File: src/gbm_cell.sv
// ----------------------------------------------------------------------------
// gbm_cell
// Cell index and neighbour flags of a position, from constant cell edges.
// ----------------------------------------------------------------------------
module gbm_cell #(
  parameter int CELLS = 7,
  parameter int HALF  = 4672
) (
  input  logic signed [13:0]           p,
  output logic [$clog2(CELLS+1)-1:0]   idx,
  output logic                         lo_nb,
  output logic                         hi_nb
);

  localparam int  IW  = $clog2(CELLS+1);
  localparam logic signed [31:0] CS = 32'(CELLS);
  localparam logic signed [31:0] TH = 32'(2*HALF - CELLS*HALF);

  logic signed [31:0] off;
  logic signed [31:0] num;
  logic signed [31:0] cp;

  // Count the cell edges at or below the scaled offset; this clamps to the grid
  always_comb begin
    off = 32'(p) + 32'(HALF);
    num = off * CS;
    cp  = 32'(p) * CS;
    idx = '0;
    for (int k = 1; k < CELLS; k++) begin
      if (num >= 32'(2 * HALF * k)) idx = IW'(k);
    end
    lo_nb = cp > TH;
    hi_nb = cp < -TH;
  end

endmodule

File: config.mk
export PLATFORM = sky130hd
export DESIGN_NAME = gbm_cell
export DESIGN_NICKNAME = d
export VERILOG_FILES = /design/src/gbm_cell.sv
export SDC_FILE = /design/constraint.sdc
export NUM_CORES = 1
export LEC_CHECK = 0
export BUFFER_PORTS_ARGS = -buffer_cell sky130_fd_sc_hd__buf_2
export CORE_MARGIN = 10
export CORE_UTILIZATION = 62
export DETAILED_ROUTE_END_ITERATION = 8
export MAX_ROUTING_LAYER = met4
export PLACE_DENSITY = 0.81
export SKIP_LAST_GASP = 1
export SYNTH_ARGS = -nofsm -noshare
export SYNTH_HDL_FRONTEND = slang
export SYNTH_SLANG_ARGS = --single-unit
File: constraint.sdc
create_clock -name vclk -period 5.4
set_input_delay 0.81 -clock vclk [all_inputs]
set_output_delay 0.81 -clock vclk [all_outputs]
set_load 0.05 [all_outputs]
==> summary.md <==
| Metric | Value |
|---|---|
| Final period utilization | `0.998` |
| Largest net degree at the start of global routing | `13` |
| Hold path start | `p[13]` |
| PD cells | `437 nW/µm²` |
| Die H | `approximately 89 µm` |
| Placed wire-length estimate | `approximately 6000 µm` |
| Worst vdd ir | `~0.41 mV` |
| Antenna Cells | `0` |
| Compound-Gate Fraction of Synth Area | `0.228` |
| Finished Layout Cells | `approximately 500` |
| First-pass GRT wire length | `roughly 12000 µm` |
| # setup viols final | `0` |
| Worst EP arrival | `about 4.6 ns` |
| Routed vias | `approximately 3100` |
| Post-Syn Area | `between 2000 and 3000 µm²` |
| Initial Utilization | `0.637` |
| Chip Width | `89.5 µm` |
| Combinational family with the most area after synthesis | `adder cells` |
| # rows | `25` |
| Worst-margin pin slew | `between 0.6 and 0.7 ns` |
| Layout Area Growth over Synthesis | `25.3%` |
| RSZ-0062 raised after global routing | `true` |
| Achievable Freq | `0.186 GHz` |
| DRT iter0 DRCs | `between 200 and 300` |
| Sequential Area | `0 µm²` |
| Initial antenna violation count | `0` |
| Hold/Removal Path Class | `in -> out` |
| CP required | `approximately 4.6 ns` |
| Yosys warns | `0` |
| Crit-path cells | `buf_8 > inv_4 > ha_4 > a21oi_4 > nand2b_4 > xnor2_2 > ha_1 > inv_1 > fa_1 > inv_1 > ha_4 > inv_2 > nor3_4 > nand3_2 > and3_1 > or3_4 > mux2_4 > nor2_4 > and4_1 > buf_6` |
| Mux share of post-synthesis cell area | `0.00502` |
| Leading area contributor after synthesis | `ha_1` |
| Syn Inst Count | `between 300 and 400` |
| Max Cap Violations | `0` |
| Fin worst setup slack | `about 0.013 ns` |
| Pleak | `1.78 nW` |
| Clock buffer count | `0` |
| Slowest-stage cell, CP | `fa_1` |
| Sequential cell count | `0` |
| Crit Path Category | `in -> out` |
| GRT met1 Usage | `0.220` |
| Top delay family on crit path | `simple AND/OR/NAND/NOR gates` |
| Met3 GRT Util | `0.00456` |
| IO Port Bufs | `19` |
| CP endpoint kind | `output pin` |
| Max-slew violations | `0` |
| Core area | `around 4700 µm²` |
| Cells after DPL | `488` |
| Post-Synth Simple-Gate Area | `0.198` |
| Post-DRT Antenna Nets | `0` |
| GRT Util Overall | `0.188` |
| Post-cts hold buffer count | `0` |
| Seq/Total Area, Yosys | `0` |
| Drt drc | `0` |
| Most common library cells after synthesis | `inv_1 (72), ha_1 (50), fa_1 (21)` |
| Layout cells sized above 1 | `0.269` |
| Post-Syn Area per Cell | `about 7.7 µm²` |
| Endpoints failing hold | `0` |
| Area contributors post-synth | `ha_1 (21%), fa_1 (14%), inv_1 (9.0%), xnor2_1 (5.9%), xor2_1 (4.1%)` |
| Crit-path max FO | `4` |
| Critical Path Source | `p[9]` |
| Post-Syn Nets | `between 400 and 500` |
| Io pins | `19` |
| Vias in the first global route | `approximately 2900` |
| Final net count | `530` |
| Status | `completed` |
| Tmin final | `5.39 ns` |
| Routed WL | `~8700 µm` |
| Met2 usage | `0.344` |
| Combined buffer and inverter count along the critical path | `6` |
| Pre-CTS WS | `-0.171 ns` |
| DRT Pass-1 Iters | `5` |
| Die area | `8000 µm²` |
| Slew HR | `0.542` |
| Top-count cell post-synth | `inv_1` |
| Worst Setup Start Kind | `primary input` |
| Adder-cell share of the synthesized area | `0.350` |
| Global-route layer with the greatest usage | `met2` |
| Largest stage delay on the critical path | `around 0.51 ns` |
| Post-synth top area share | `0.209` |
| Wire length per cell | `17.6 µm` |
| GRT overflow | `0` |
| Synth cell types | `67` |
| Xor/xnor cell area share of the yosys netlist | `0.105` |
| GPL Wtd Cong | `0.909` |
| Vias/cell | `6.20` |
per-stage QoR:
stage	hold slack [ns]	util	power [mW]	setup TNS [ns]	area, µm²
global placement	2.18	0.719	1.36	-0.0114	3370
CTS	2.18	0.738	1.47	0	3460
floorplan	2.01	-	1.08	0	3000
finish	2.22	0.799	1.64	0	3750
global route	2.29	0.799	1.76	-0.293	3750
detailed placement	2.18	0.719	1.40	-0.224	3370
where the power goes:
group	total, mW	internal, mW	switching (mW)
clock network	0	0	0
logic	1.64	0.702	0.937
registers	0	0	0
total	1.64	0.702	0.937
cell families after synthesis:
family,after synthesis
AND/OR/NAND/NOR,106
AO/OA/AOI/OAI,92
adder cells (fa/ha/maj),71
multiplexers,1
buffers and inverters,83
XOR/XNOR,35
path summary, 6_finish.rpt:
kind	endpoint	slack, ns	cells after the start
setup / recovery	idx[0]	0.01	20
hold / removal	hi_nb	2.22	4
metal layers:
metal | vias up | routed length [µm] | share of wire
met5 | - | 0 | 0
met4 | 0 | 225 | 0.026
met2 | 117 | 4600 | 0.53
met1 | 1472 | 3590 | 0.41
li1 | 1474 | - | -
met3 | 20 | 317 | 0.036
cells in the final DEF, fill, tap and decap left out, drive strengths merged, types with 14 or more instances in the layout:
| cell | n |
|---|---|
| a21oi | 16 |
| buf | 64 |
| fa | 21 |
| ha | 50 |
| inv | 72 |
| nand2 | 16 |
| nand3 | 15 |
| nor2 | 19 |
| nor3 | 15 |
| o21ai | 21 |
| xnor2 | 21 |
| xor2 | 14 |
timing repair:
action,4_1_cts,5_1_grt
pin swaps,6,28
gates resized for setup,13,50
setup endpoints to repair,3,5
setup buffers,0,9
worst min-delay path: cells and delay by family:
family                 cells  cell delay (ns)
AO/OA/AOI/OAI              1             0.16
AND/OR/NAND/NOR            1             0.07
buffers and inverters      2             0.37
layout make-up:
cell class	instances	area, µm²
tap	54	67.6
fill	279	945
multi-input combinational	305	2900
inverter	73	277
timing repair buffer	65	503
(Power assumes the default switching activity.)
