**src/gbm_ram.sv**
```systemverilog
// ----------------------------------------------------------------------------
// gbm_ram
// Generic single-port-write, single-port-read RAM with registered read.
// ----------------------------------------------------------------------------
module gbm_ram #(
  parameter int WIDTH = 8,
  parameter int DEPTH = 16
) (
  input  logic                     clk,
  input  logic                     we,
  input  logic [$clog2(DEPTH)-1:0] waddr,
  input  logic [WIDTH-1:0]         wdata,
  input  logic [$clog2(DEPTH)-1:0] raddr,
  output logic [WIDTH-1:0]         rdata
);

  logic [WIDTH-1:0] mem [DEPTH];

  // Write and registered read
  always_ff @(posedge clk) begin
    if (we) mem[waddr] <= wdata;
    rdata <= mem[raddr];
  end

endmodule

```
**config.mk**
```make
export PLATFORM = sky130hd
export DESIGN_NAME = gbm_ram
export DESIGN_NICKNAME = d
export VERILOG_FILES = /design/src/gbm_ram.sv
export SDC_FILE = /design/constraint.sdc
export NUM_CORES = 1
export LEC_CHECK = 0
export BUFFER_PORTS_ARGS = -buffer_cell sky130_fd_sc_hd__buf_2
export CORE_MARGIN = 3
export CORE_UTILIZATION = 50
export CTS_CLUSTER_DIAMETER = 50
export DETAILED_ROUTE_END_ITERATION = 16
export PLACE_DENSITY = 0.64
export SLEW_MARGIN = 20
export SYNTH_ARGS = -nofsm -noshare
export SYNTH_HDL_FRONTEND = slang
export SYNTH_SLANG_ARGS = --single-unit
```
**constraint.sdc**
```tcl
create_clock -name clk -period 2.75 [get_ports clk]
set_input_delay 0.1375 -clock clk [delete_from_list [all_inputs] [get_ports clk]]
set_output_delay 0.1375 -clock clk [all_outputs]
set_load 0.005 [all_outputs]
```
==> impl_metrics.py <==
metrics = {
    "min_path": {
        "hold_path_end": "mem[6][4]",
        "hold-path-cell-count": 1,
        "hp-class": "in2reg",
        "hold_path.startpoint": "wdata[4]",
    },
    "floorplan": {
        "die_width_um": 107,
        "die_height_um": 107,
        "placeableCoreArea_mm2": 0.00991,
        "floorplan.io_pins": 26,
        "die-area_mm2": 0.0115,
        "num_rows": 36,
        "initial_utilization_pct": 51.9,
    },
    "setup_path": {
        "rr_worst_depth": 3,
        "crit_buf_inv": 0,
        "timing.critical_path.fanout_max": 1,
        "critPathRequiredTime_ns": 3.14,
        "timing.critical_path.slowest_stage_cell": "mux4_1",
        "cp_data_arrival_time_ns": 1.73,
        "worst_setup_start_kind": "flop",
        "criticalPathCategory": "reg2reg",
        "worst_path_dominant_cell_family": "multiplexers",
        "worstReg2RegStart": "mem[0][0]",
        "end_of_the_worst_register_to_register_path": "rdata[0]",
        "crit_path_max_incr_delay_ns": 0.50,
        "reg2reg_setup_slack_ns": 1.41,
        "timing.critical_path.to_type": "flop",
        "path_cells": "mux4_1 -> a22oi_1 -> nand2_1",
    },
    "power": {
        "power.switching_fraction_pct": 19.8,
        "power-per-cell-area_mw_per_mm2": 768,
        "post-layout-total-power_uw": 4590,
        "pwr-share-comb_pct": 4.4,
        "power_leakage_uw": 0.00202,
        "power.switching_uw": 910,
        "vdd.ir_drop.worst_mv": 0.332,
        "cell_internal_power_uw": 3680,
        "p_seq_share_pct": 50.8,
        "p_clk_share_pct": 44.8,
    },
    "global_route": {
        "all_layer_global_routing_usage_pct": 18.3,
        "grt_first_pass_wirelength_um": 14800,
        "gr-total-overflow": 0,
        "grt_pass1_vias": 2464,
        "grt_antenna_before_repair": 0,
        "pin_count_of_the_biggest_net_entering_global_routing": 33,
    },
    "final_layout": {
        "num_antenna_cells": 0,
        "n_fill_cell": 736,
        "areaGrowthSynthToFinish_pct": 16.2,
        "fin_area_mm2": 0.00598,
        "nets": 293,
        "drive_above_1_share_pct": 28.1,
    },
    "detailed_routing": {
        "num_vias": 2361,
        "route.final.wire_length_um": 9610,
        "number_of_design_rule_violations_left_after_detail_routing": 0,
        "number_of_drc_markers_after_the_initial_detailed_route_iteration": 126,
        "drt-wirelength-per-cell_um": 22.8,
        "avgViaCountPerCell": 5.61,
        "detail_route.first_pass.iterations": 4,
        "ant_nets": 0,
    },
    "clock_tree": {
        "cts_root_buf": "clkbuf_8",
        "postCtsSetupBuffers": 0,
        "clk_buf_depth": 2,
        "cts.hold.buffers_added": 1,
        "clk_pin_slew_ns": 0.06,
        "clock_sink_count": 136,
        "cts_tree": "yes",
        "level_count_of_the_clock_h_tree": 4,
        "inserted_clock_buffers": 17,
        "cts_resized": 0,
        "skew_pair_late_insertion_delay_ns": 0.51,
    },
    "logic_synthesis": {
        "synth_area_leader_cell": "edfxtp_1",
        "syn_area_mm2": 0.00515,
        "ys_top_cells_by_area": "edfxtp_1 (75%), mux4_2 (7.9%), mux4_1 (7.1%), dfxtp_1 (3.1%), a22oi_1 (2.3%)",
        "yosysSeqAreaShare_pct": 77.8,
        "ys_top_cells_by_count": "edfxtp_1 (128), mux4_2 (18), a22oi_1 (16)",
        "synth_top_cell_area_share_pct": 74.7,
        "synth_cell_types": 19,
        "synthMostInstantiatedCell": "edfxtp_1",
        "synthFlopType": "edfxtp_1",
        "mappedNetlistNets": 247,
        "netlist_instances": 229,
        "synthArstFlopShare_pct": 0,
        "syn_avg_cell_area_um2": 22.5,
        "synth_warnings": 0,
        "synth_enable_flop_cells": 128,
        "synth_seq_cells": 136,
    },
    "place": {
        "dp_worst_setup_slack_ns": 0.919,
        "portBuffers": 25,
        "place_area_mm2": 0.00544,
        "final_weighted_congestion_of_routability_driven_global_placement": 0.707,
        "detailed_place_hpwl_um": 5910,
    },
    "sta": {
        "finalHoldViolations": 0,
        "timing.final.crit_share_pct": 48.7,
        "timing.final.crit_period_ns": 1.34,
        "timing.final.setup_violations": 0,
        "clock_tree_skew_after_final_layout_ns": 0.00786,
        "max_slew.worst_pin.slew_ns": 1.01,
        "drv_slew": 0,
        "max-slew-margin-rel_pct": 32.5,
        "clock.fmax_mhz": 746,
        "post-route-worst-setup-slack_ns": 1.41,
        "final.setup.tns_ns": 0,
        "setup_repair_after_global_routing_missed_its_margin": "no",
    },
    "outcome": {
        "run_status": "complete, no violations",
    },
    "run": {
        "maxCapViolations": 0,
    },
}
worst reg2reg max path, cell delays in order (launching register included):
cell      delay, ns
edfxtp_1       0.38
mux4_1         0.50
a22oi_1        0.27
nand2_1        0.08
sequential cells by signal (all words and copies together), names as in the netlist:
signal and flops:
mem 128, rdata 8
power groups by stage:
stage / Clock [uW] / Combinational, uW / Sequential (uW)
6_report: 2060 / 202 / 2330
3_3_place_gp: 0 / 199 / 2380
4_1_cts: 2080 / 207 / 2330
5_1_grt: 2170 / 222 / 2340
3_5_place_dp: 0 / 205 / 2380
2_1_floorplan: 0 / 118 / 2370
through the flow:
step / cells / utilization [%] / hold slack, ns
after CTS: 421 / 60.4 / 0.00416
after global routing: 421 / 60.4 / 0.0141
after floorplan: 229 / - / 0.236
after global placement: 388 / 54.8 / 0.517
after detailed placement: 388 / 54.8 / 0.519
final: 421 / 60.4 / 0.0146
area by class of cell:
cell class	count	area (um^2)	share of cell area (%)
Multi-Input combinational cell	83	1060	17.7
Clock buffer	22	433	7.24
Sequential cell	136	4000	66.9
Timing Repair Buffer	37	218	3.64
Tap cell	133	166	2.78
Clock inverter	10	104	1.74
metal layers:
layer  routed length [um]  GRT usage [%]  share of wire [%]  up-vias
met2                 4700           28.2                 49       72
met5                    0              0                  0        -
li1                     -              -                  -     1062
met3                  482           4.98                5.0       11
met4                  149           6.67                1.6        0
met1                 4280           25.6                 45     1216
placed cells by master, fill, tap and decap left out:
| master | instances |
|---|---|
| edfxtp_1 | 128 |
| buf_2 | 25 |
| nand2b_1 | 2 |
| nand2_1 | 9 |
| bufinv_16 | 2 |
| clkbuf_1 | 5 |
| dfxtp_1 | 8 |
| nor3_1 | 4 |
| nor2b_1 | 1 |
| nand3_1 | 1 |
| nor2_1 | 13 |
| a22oi_1 | 16 |
| nand3b_1 | 2 |
| mux4_2 | 18 |
| mux4_1 | 14 |
| clkinv_2 | 5 |
| clkbuf_16 | 16 |
| or3b_2 | 1 |
| dlygate4sd3_1 | 1 |
| and2b_1 | 1 |
| and2_1 | 1 |
| clkinvlp_4 | 2 |
| clkbuf_8 | 1 |
| buf_4 | 11 |
| clkinv_1 | 1 |
cell families after synthesis:
family / count (synthesis) / share of synthesized area, %
buffers and inverters: 10 / 1.68
and+or+nand+nor: 35 / 3.18
muxes: 32 / 15.0
DFF: 136 / 77.8
AOI/OAI and AO/OA: 16 / 2.33
how the worst max path moves through the flow:
| stage | startpoint | end | slack [ns] | depth (start not counted) |
|---|---|---|---|---|
| finish | mem[0][0] | rdata[0] | 1.41 | 3 |
| global route | mem[9][5] | rdata[5] | 1.36 | 3 |
| CTS | mem[9][5] | rdata[5] | 1.37 | 3 |
| detailed placement | raddr[0] | rdata[5] | 0.92 | 5 |
| global placement | raddr[0] | rdata[5] | 0.95 | 5 |
| floorplan | waddr[2] | mem[0][0] | 1.12 | 2 |
Power figures use the tool's default switching activity.
